==> src/srng_pkg.sv <==
// ----------------------------------------------------------------------------
// srng_pkg
// Shared constants and arithmetic for the shuffled minimal-standard RNG.
// ----------------------------------------------------------------------------
package srng_pkg;

    // Shuffle table geometry (power of two, 4..256)
    localparam int TABLE_ENTRIES = 32;
    localparam int IDX_W         = $clog2(TABLE_ENTRIES);

    // Generator word and multiplier
    localparam int VALUE_W = 31;
    localparam int MULT_W  = 15;
    localparam int PROD_W  = VALUE_W + MULT_W;

    localparam logic [VALUE_W-1:0] MODULUS = {VALUE_W{1'b1}};
    localparam logic [MULT_W-1:0]  MULT    = MULT_W'(16807);

    // Slot select: last output / (1 + (M-1)/N) is a right shift for N = 2^k
    localparam int SLOT_SHIFT = VALUE_W - IDX_W;

    // Reseed sequence: warm-up steps then one step per table entry
    localparam int WARMUP_STEPS = 8;
    localparam int LAST_STEP    = WARMUP_STEPS + TABLE_ENTRIES - 1;
    localparam int CNT_W        = $clog2(LAST_STEP + 1);

    typedef logic [VALUE_W-1:0] value_t;
    typedef logic [PROD_W-1:0]  prod_t;
    typedef logic [IDX_W-1:0]   idx_t;

    // Fold a product modulo 2^31-1: low part plus high part, one subtract
    function automatic value_t mod_fold(input prod_t p);
        logic [VALUE_W:0] sum;
        sum = {1'b0, p[VALUE_W-1:0]} + (VALUE_W+1)'(p[PROD_W-1:VALUE_W]);
        if (sum >= {1'b0, MODULUS}) begin
            sum = sum - {1'b0, MODULUS};
        end
        return sum[VALUE_W-1:0];
    endfunction

endpackage

==> src/srng_ram.sv <==
// ----------------------------------------------------------------------------
// srng_ram
// Generic single-write, single-read RAM with registered read data.
// ----------------------------------------------------------------------------
module srng_ram #(
    parameter int WIDTH = 8,
    parameter int DEPTH = 16
) (
    input  logic                     aclk,
    input  logic                     wr_en,
    input  logic [$clog2(DEPTH)-1:0] wr_addr,
    input  logic [WIDTH-1:0]         wr_data,
    input  logic [$clog2(DEPTH)-1:0] rd_addr,
    output logic [WIDTH-1:0]         rd_data
);

    logic [WIDTH-1:0] mem [DEPTH];
    logic [WIDTH-1:0] rd_data_reg;

    // Write port
    always_ff @(posedge aclk) begin
        if (wr_en) begin
            mem[wr_addr] <= wr_data;
        end
    end

    // Registered read port
    always_ff @(posedge aclk) begin
        rd_data_reg <= mem[rd_addr];
    end

    assign rd_data = rd_data_reg;

endmodule

==> src/shuffled_minimal_standard_rng_core.sv <==
// ----------------------------------------------------------------------------
// shuffled_minimal_standard_rng_core
// Park-Miller generator (x * 16807 mod 2^31-1) behind a Bays-Durham shuffle.
// ----------------------------------------------------------------------------
//  channel  | ports                              | word
//  ---------+------------------------------------+---------------------------
//  request  | s_valid, s_ready, s_restart        | restart flag
//  result   | m_valid, m_ready, m_random_value   | 31-bit shuffled value
//  config   | cfg_wr_en, cfg_wr_data             | seed, no wait
//
//  A request passes accept, multiply, then fold and table swap; one shared
//  multiply-then-fold unit runs every generator step as a multiply state
//  and a fold state. A reseed (restart set, or first request after reset)
//  adds 8 warm-up steps and 32 table fills through the same unit.
//  Reset is synchronous, active low; the table needs no clearing.
//  s_ready is low while a word is in progress or waits on m_ready.
// ----------------------------------------------------------------------------
module shuffled_minimal_standard_rng_core
    import srng_pkg::*;
(
    input  logic               aclk,
    input  logic               aresetn,
    // Configuration
    input  logic               cfg_wr_en,
    input  logic [VALUE_W-1:0] cfg_wr_data,
    // Request channel
    input  logic               s_valid,
    output logic               s_ready,
    input  logic               s_restart,
    // Result channel
    output logic               m_valid,
    input  logic               m_ready,
    output logic [VALUE_W-1:0] m_random_value
);

    // Sequencer states
    localparam logic [1:0] ST_IDLE = 2'd0;
    localparam logic [1:0] ST_MUL  = 2'd1;
    localparam logic [1:0] ST_FOLD = 2'd2;

    logic [1:0]     state_reg, state_next;
    value_t         seed_reg;
    value_t         gen_reg, gen_next;
    value_t         last_reg, last_next;
    prod_t          prod_reg;
    logic           seeding_reg, seeding_next;
    logic [CNT_W-1:0] cnt_reg, cnt_next;
    logic           m_valid_reg, m_valid_next;
    value_t         out_reg;
    logic           out_load;

    value_t         seed_fixed;
    value_t         gen_step;
    idx_t           slot;
    idx_t           fill_idx;
    logic           ram_wr_en;
    idx_t           ram_wr_addr;
    value_t         ram_rd_data;
    logic           s_accept;

    assign s_ready  = (state_reg == ST_IDLE) && !m_valid_reg;
    assign s_accept = s_valid && s_ready;
    assign m_valid  = m_valid_reg;
    assign m_random_value = out_reg;

    // Seed of 0 or of the modulus would lock the generator; use 1
    assign seed_fixed = (seed_reg == '0 || seed_reg == MODULUS) ? value_t'(1) : seed_reg;

    // Table slot from the top bits of the last output
    assign slot     = last_reg[SLOT_SHIFT +: IDX_W];
    assign fill_idx = IDX_W'(LAST_STEP - int'(cnt_reg));
    assign gen_step = mod_fold(prod_reg);

    // Shuffle table
    srng_ram #(
        .WIDTH (VALUE_W),
        .DEPTH (TABLE_ENTRIES)
    ) u_table (
        .aclk    (aclk),
        .wr_en   (ram_wr_en),
        .wr_addr (ram_wr_addr),
        .wr_data (gen_step),
        .rd_addr (slot),
        .rd_data (ram_rd_data)
    );

    // Sequencer
    always_comb begin
        state_next   = state_reg;
        gen_next     = gen_reg;
        last_next    = last_reg;
        seeding_next = seeding_reg;
        cnt_next     = cnt_reg;
        m_valid_next = m_valid_reg;
        out_load     = 1'b0;
        ram_wr_en    = 1'b0;
        ram_wr_addr  = slot;

        if (m_valid_reg && m_ready) begin
            m_valid_next = 1'b0;
        end

        unique case (state_reg)
            ST_IDLE: begin
                if (s_accept) begin
                    state_next = ST_MUL;
                    if (s_restart || last_reg == '0) begin
                        gen_next     = seed_fixed;
                        seeding_next = 1'b1;
                        cnt_next     = '0;
                    end
                end
            end
            ST_MUL: begin
                state_next = ST_FOLD;
            end
            ST_FOLD: begin
                gen_next = gen_step;
                if (seeding_reg) begin
                    // Warm-up, then fill from the last entry down to entry 0
                    state_next = ST_MUL;
                    if (cnt_reg >= CNT_W'(WARMUP_STEPS)) begin
                        ram_wr_en   = 1'b1;
                        ram_wr_addr = fill_idx;
                    end
                    if (cnt_reg == CNT_W'(LAST_STEP)) begin
                        last_next    = gen_step;
                        seeding_next = 1'b0;
                    end else begin
                        cnt_next = cnt_reg + CNT_W'(1);
                    end
                end else begin
                    // Swap: old entry out, new generator value in
                    ram_wr_en    = 1'b1;
                    last_next    = ram_rd_data;
                    out_load     = 1'b1;
                    m_valid_next = 1'b1;
                    state_next   = ST_IDLE;
                end
            end
            default: begin
                state_next = ST_IDLE;
            end
        endcase
    end

    // Control registers
    always_ff @(posedge aclk) begin
        if (!aresetn) begin
            state_reg   <= ST_IDLE;
            seed_reg    <= value_t'(1);
            gen_reg     <= '0;
            last_reg    <= '0;
            seeding_reg <= 1'b0;
            cnt_reg     <= '0;
            m_valid_reg <= 1'b0;
        end else begin
            state_reg   <= state_next;
            gen_reg     <= gen_next;
            last_reg    <= last_next;
            seeding_reg <= seeding_next;
            cnt_reg     <= cnt_next;
            m_valid_reg <= m_valid_next;
            if (cfg_wr_en) begin
                seed_reg <= cfg_wr_data;
            end
        end
    end

    // Datapath registers: product and output word
    always_ff @(posedge aclk) begin
        prod_reg <= prod_t'(gen_reg) * prod_t'(MULT);
        if (out_load) begin
            out_reg <= ram_rd_data;
        end
    end

endmodule
==> config.mk <==
export PLATFORM = sky130hd
export DESIGN_NAME = shuffled_minimal_standard_rng_core
export DESIGN_NICKNAME = d
export VERILOG_FILES = /design/src/srng_pkg.sv /design/src/srng_ram.sv /design/src/shuffled_minimal_standard_rng_core.sv
export SDC_FILE = /design/constraint.sdc
export NUM_CORES = 2
export LEC_CHECK = 0
export ABC_AREA = 1
export BUFFER_PORTS_ARGS = -buffer_cell sky130_fd_sc_hd__buf_4
export CORE_UTILIZATION = 57
export DETAILED_ROUTE_END_ITERATION = 7
export GPL_TIMING_DRIVEN = 0
export PLACE_DENSITY_LB_ADDON = 0.12
export SLEW_MARGIN = 20
export SYNTH_ARGS = -nofsm -noshare
export SYNTH_HDL_FRONTEND = slang
export SYNTH_SLANG_ARGS = --single-unit
==> constraint.sdc <==
create_clock -name aclk -period 4.9 [get_ports aclk]
set_input_delay 0.735 -clock aclk [delete_from_list [all_inputs] [get_ports aclk]]
set_output_delay 0.735 -clock aclk [all_outputs]
set_load 0.02 [all_outputs]
# Word level (Yosys, flattened, before mapping)
# Memory sizes are Yosys's and may differ from the RTL's. A register that Yosys moved wholly into a read port is not among the register bits.
# Index checks and enable logic that the tools add are counted.
[op_classes] addsub=4 mul=1 n_div=0 n_lt_le_gt_ge=2 n_eq_ne=9 shift=0 n_mux=33 n_bitwise=0 reduce_logical=13
[ops] op="$mux 31" n=6
[ops] op="$logic_not 31->1" n=2
[ops] op="$pmux 31 s2" n=1
[ops] op="$mul 31x15->46 const B" n=1
[ops] op="$add 31x15->32" n=1
[ops] op="$ge 32x31->1 const B" n=1
[ops] op="$eq 31x31->1 const B" n=1
[ops] op="$sub 31x31->31 const B" n=1
[ops] op="$mux 6" n=4
[ops] op="$mux 1" n=15
[ops] op="$mux 5" n=3
[ops] op="$pmux 6 s2" n=1
[ops] op="$add 6x1->6 const B" n=1
[ops] op="$eq 6x6->1 const B" n=1
[ops] op="$ge 6x4->1 const B" n=1
[ops] op="$ne 2x2->1 const B" n=3
[ops] op="$pmux 2 s3" n=1
[ops] op="$reduce_and 5->1" n=1
[ops] op="$sub 3x5->5 const A" n=1
[ops] op="$ne 2x1->1 const B" n=2
[ops] op="$logic_and 1x1->1" n=3
[ops] op="$reduce_and 3->1" n=1
[ops] op="$eq 2x1->1 const B" n=1
[ops] op="$eq 2x2->1 const B" n=1
[ops] op="other kinds (7)" n=8
[word_totals] ff_bits=180 latch_bits=0 ramBits=992 mem_bits_ro=0 input_bits=37 output_inout_bits=33 wordCells=72 mem_count=1
[mem_list] name="u_table.mem" words=32 word_bits=31 rd=1 rd_ports_with_merged_regs=1 wr=1 line="srng_ram.sv:17" rtl="logic [WIDTH-1:0] mem [DEPTH];"

# Depth between registers and ports, before layout
[depth] ltp_word=6 mapped_depth=24 depth_no_buf=24

# Hierarchy
# A second synthesis with hierarchy kept.
[hier_totals] hier_cells=5711 hier_area_um2=57911.8
[modules_own_cells] module="srng_ram" n_inst=1 cells_each=3426 area_each_um2=40680.3 seq_area_each_um2=30409.2
[modules_own_cells] module="shuffled_minimal_standard_rng_core" n_inst=1 cells_each=2285 area_each_um2=17231.5 seq_area_each_um2=3913.8

# Worst setup path after synthesis
# No wires, ideal clock.
[synth_path] kind="register to register" start="reg gen_reg[25]" end="reg prod_reg[44]" arrival_time_ns=4.902 t_required_ns=4.775 slack_ns=-0.126 stages_incl_launch_ff=22 period_less_slack_ns=5.026 path_cell_list="dfxtp_1 inv_1 fa_1 inv_1 ha_1 inv_1 fa_1 inv_1 fa_1 fa_1 inv_1 fa_1 inv_1 ha_1 nand2_1 nor2_1 inv_1 nor4_1 nand3_1 nand3_1 a31oi_1 xor2_1"
[synth_via] elab_chain_len=1
[synth_rtl] item="from (decl)" line="shuffled_minimal_standard_rng_core.sv:43" rtl="value_t gen_reg, gen_next;"
[synth_rtl] item="from (signal assigned)" line="shuffled_minimal_standard_rng_core.sv:159" rtl="gen_reg <= gen_next;"
[synth_rtl] item="$mul 31x15->46" line="shuffled_minimal_standard_rng_core.sv:172" rtl="prod_reg <= prod_t'(gen_reg) * prod_t'(MULT);"
[synth_rtl] item="to (signal assigned)" line="shuffled_minimal_standard_rng_core.sv:172"
[synth_rtl] item="to (decl)" line="shuffled_minimal_standard_rng_core.sv:45" rtl="prod_t prod_reg;"
# No other way between the ends.
# A chain may end at the register's enable or synchronous reset.

# Worst setup path in the final report
[layout_path] start="reg gen_reg[29]" end="reg prod_reg[44]"
# Same word-level chain as after synthesis.

==> out/qor.json <==
{
  "place": {
    "count_of_placed_standard_cells_including_taps": 6617,
    "gp_congestion": 1.08,
    "place_ws_ns": -0.792,
    "placedInstanceArea_um2": 60400,
    "io_buffer_count": 68,
    "detailedPlacementHpwl_um": 141000
  },
  "die": {
    "die-width_um": 316,
    "floorplan.core_area_um2": 97100,
    "floorplan.initialDensity_pct": 57.8,
    "std_cell_rows": 114,
    "num_io_pins": 70,
    "die_area_um2": 99700,
    "chipHeight_um": 316
  },
  "setup_path": {
    "cp_max_fo": 4,
    "worst_setup_path_start_kind": "flop",
    "timing_worst_setup_path_type": "reg -> reg",
    "worstSetupEndpointType": "flop",
    "timing.critical_path.arrival_ns": 5.82,
    "worstPathRequired_ns": 5.54,
    "r2r_slack_ns": -0.28
  },
  "detailed_routing": {
    "drtIter0Drc": 6376,
    "drt_first_pass_iters": 8,
    "detail_route.wirelength_um": 199000,
    "route.detailed.vias_per_inst": 6.31,
    "remaining_drc_errors": 0,
    "post_drt_wl_per_cell_um": 28.7,
    "antenna_violating_nets_post_route": 0,
    "detailroute.via_count": 43800
  },
  "timing": {
    "timing_hold_violations_final": 0,
    "finalWorstSetupSlack_ns": -0.277,
    "setup-violations-final": 236,
    "grt_setup_unrepaired": "true",
    "fin_setup_tns_ns": -14.82,
    "finClkSkew_ns": 0.0325,
    "fmax_mhz": 193,
    "post-route-period-util_pct": 106,
    "timing.max_slew.rel_slack_pct": 6.79,
    "period_needed_ns": 5.18,
    "timing.final.max_slew_violations": 0,
    "final.hold.worst_slack_ns": 0.246,
    "least_margin_pin_slew_ns": 1.38
  },
  "clock_tree": {
    "clk_root_buffer_cell": "sky130_fd_sc_hd__clkbuf_16",
    "cts_sinks": 1203,
    "clock_input_transition_at_the_sequential_cells_of_the_worst_setup_and_hold_paths_ns": 0.07,
    "cts.htree.levels": 3,
    "worst_skew_pair.late_latency_ns": 0.73,
    "number_of_buffers_added_by_the_clock_tree_synthesis_step": 117,
    "cts_hold_buffers": 0,
    "cts_tree": "built",
    "clk_path_buf_depth": 3
  },
  "status": {
    "violations": "setup timing",
    "status": "complete, but fails checks"
  },
  "yosys": {
    "avgSynthCellArea_um2": 10.8,
    "synth_ff_type": "sky130_fd_sc_hd__edfxtp_1",
    "synth.distinct_cells": 48,
    "synthDominantAreaCellType": "sky130_fd_sc_hd__edfxtp_1",
    "syn_nets": 5578,
    "synth-async-reset-ratio_pct": 0,
    "synthesis.instances": 5201,
    "count_of_flip_flops_with_a_built_in_enable_after_synthesis": 1023,
    "synth_warnings": 0,
    "synth_top_cells_by_area": "sky130_fd_sc_hd__edfxtp_1 55%, sky130_fd_sc_hd__o21ai_0 6.6%, sky130_fd_sc_hd__dfxtp_1 6.4%",
    "synth.cell_area_um2": 56100,
    "yosysTopAreaCellShare_pct": 54.8,
    "synthesized_flop_and_latch_total": 1203,
    "synth_seq_area_share_pct": 61.2
  },
  "global_route": {
    "antenna_found_initial": 20,
    "grt_pass1_wl_um": 278000,
    "vias_in_the_first_global_route": 40300,
    "groute.usage.overall_pct": 39.5,
    "globalRouteOverflowTotal": 0,
    "grt_start_max_net_pins": 34
  },
  "finish": {
    "instances_no_fill": 6946,
    "finish.instance_area_um2": 66300,
    "layout-drive-gt1-share_pct": 13.0,
    "nets": 5938,
    "flip_flop_count_of_the_largest_register_all_copies_and_words_added": 992,
    "layout.filler_cells": 7167,
    "flow.area_growth_from_synthesis_pct": 18.2
  },
  "pwr": {
    "largest_voltage_drop_on_the_vdd_net_mv": 1.41,
    "total_leakage_power_uw": 0.0251,
    "power.density_nw_per_um2": 844
  },
  "run": {
    "maxCapViolations": 0
  },
  "worst_hold_path": {
    "class_of_the_worst_hold_path": "in -> reg"
  }
}
timing repair:
item                                   4_1_cts  5_1_grt
setup endpoints to repair                   31      127
buffers inserted                            54       41
pin swaps                                   55       71
gates cloned                                 0        0
endpoints found under the hold margin        0        0
gates resized for setup                    217       93
metal layers:
| metal | track usage [%] | part of all wire, % | vias up |
|---|---|---|---|
| li1 | - | - | 18900 |
| met2 | 59.4 | 44 | 3044 |
| met1 | 51.2 | 36 | 21200 |
| met4 | 24.4 | 7.1 | 4 |
| met3 | 10.8 | 13 | 616 |
| met5 | 0 | 0.015 | - |
layout make-up:
cell class / instances / area (µm²) / area share (%)
sequential: 1203 / 34400 / 51.9
tap: 1276 / 1600 / 2.41
timing repair buffer: 241 / 3130 / 4.72
clock inverter: 74 / 738 / 1.11
inverter: 489 / 1870 / 2.82
antenna: 9 / 22.5 / 0.0340
multi-input combinational: 3251 / 20400 / 30.8
clock buffer: 145 / 3130 / 4.71
buffer: 258 / 993 / 1.50
report_power, final:
group          total [µW]  internal (µW)  switching [µW]
logic               32200          11600           20500
registers           14600          14100             509
clock network        9190           5210            3980
total               56000          30900           25000
critical path: stages (launching register included):
cell and delay (ns):
sky130_fd_sc_hd__dfxtp_4 0.36, sky130_fd_sc_hd__clkinvlp_4 0.10, sky130_fd_sc_hd__buf_4 0.14, sky130_fd_sc_hd__fa_1 0.48, sky130_fd_sc_hd__inv_1 0.04, sky130_fd_sc_hd__ha_1 0.26
sky130_fd_sc_hd__inv_1 0.05, sky130_fd_sc_hd__fa_1 0.51, sky130_fd_sc_hd__inv_1 0.05, sky130_fd_sc_hd__fa_1 0.46, sky130_fd_sc_hd__fa_1 0.50, sky130_fd_sc_hd__inv_1 0.05
sky130_fd_sc_hd__fa_1 0.48, sky130_fd_sc_hd__inv_1 0.06, sky130_fd_sc_hd__ha_4 0.25, sky130_fd_sc_hd__a21oi_2 0.17, sky130_fd_sc_hd__nor2_1 0.07, sky130_fd_sc_hd__nor2_2 0.13
sky130_fd_sc_hd__o21ai_0 0.12, sky130_fd_sc_hd__nor2_1 0.24, sky130_fd_sc_hd__nand3_4 0.17, sky130_fd_sc_hd__a31oi_4 0.21, sky130_fd_sc_hd__xor2_2 0.19
cell usage after synthesis, types with 110 or more instances:
| master | instances |
|---|---|
| sky130_fd_sc_hd__a21oi_1 | 145 |
| sky130_fd_sc_hd__inv_1 | 486 |
| sky130_fd_sc_hd__edfxtp_1 | 1023 |
| sky130_fd_sc_hd__clkbuf_1 | 236 |
| sky130_fd_sc_hd__nand2_1 | 527 |
| sky130_fd_sc_hd__dfxtp_1 | 180 |
| sky130_fd_sc_hd__nand3_1 | 110 |
| sky130_fd_sc_hd__fa_1 | 134 |
| sky130_fd_sc_hd__ha_1 | 206 |
| sky130_fd_sc_hd__nor2_1 | 873 |
| sky130_fd_sc_hd__o21ai_0 | 737 |
| sky130_fd_sc_hd__o22ai_1 | 300 |
kinds of logic (layout without fill, tap and decap cells):
logic type / after synthesis / in the layout / share of synthesized area (%)
compound gates: 1233 / 1233 / 11.9
other cells: 0 / 9 / 0
flops: 1203 / 1203 / 61.2
xor+xnor: 56 / 56 / 0.874
simple gates: 1622 / 1622 / 11.6
fa+ha+maj: 340 / 340 / 9.38
buf+inv: 747 / 1207 / 5.04
through the flow:
stage               total power (µW)  utilization, %
floorplan                      27700               -
global placement               36100            60.0
finish                         56000            68.3
CTS                            52000            67.4
detailed placement             37500            62.1
global route                   58100            68.3
cell usage in the layout (no fill, tap or decap), types with 51 or more instances in the layout:
| cell type | netlist | routed |
|---|---|---|
| sky130_fd_sc_hd__inv_1 | 486 | 439 |
| sky130_fd_sc_hd__nand3_1 | 110 | 105 |
| sky130_fd_sc_hd__clkbuf_1 | 236 | 254 |
| sky130_fd_sc_hd__nand2_1 | 527 | 483 |
| sky130_fd_sc_hd__a21oi_1 | 145 | 105 |
| sky130_fd_sc_hd__nand2_2 | 14 | 51 |
| sky130_fd_sc_hd__o22ai_1 | 300 | 300 |
| sky130_fd_sc_hd__edfxtp_1 | 1023 | 1023 |
| sky130_fd_sc_hd__ha_1 | 206 | 179 |
| sky130_fd_sc_hd__o21ai_0 | 737 | 710 |
| sky130_fd_sc_hd__clkbuf_16 | 0 | 119 |
| sky130_fd_sc_hd__fa_1 | 134 | 132 |
| sky130_fd_sc_hd__dfxtp_1 | 180 | 154 |
| sky130_fd_sc_hd__nor2_1 | 873 | 819 |
| sky130_fd_sc_hd__buf_4 | 1 | 156 |
final timing paths:
kind | startpoint | endpoint | cells past startpoint
worst max-delay path | gen_reg[29] | prod_reg[44] | 22
worst min-delay path | cfg_wr_data[0] | seed_reg[0] | 3
worst max register to register | gen_reg[29] | prod_reg[44] | 22
worst min register to register | u_table.rd_data[14] | m_random_value[14] | 0
Note: power is estimated with default switching activity, not from simulation.
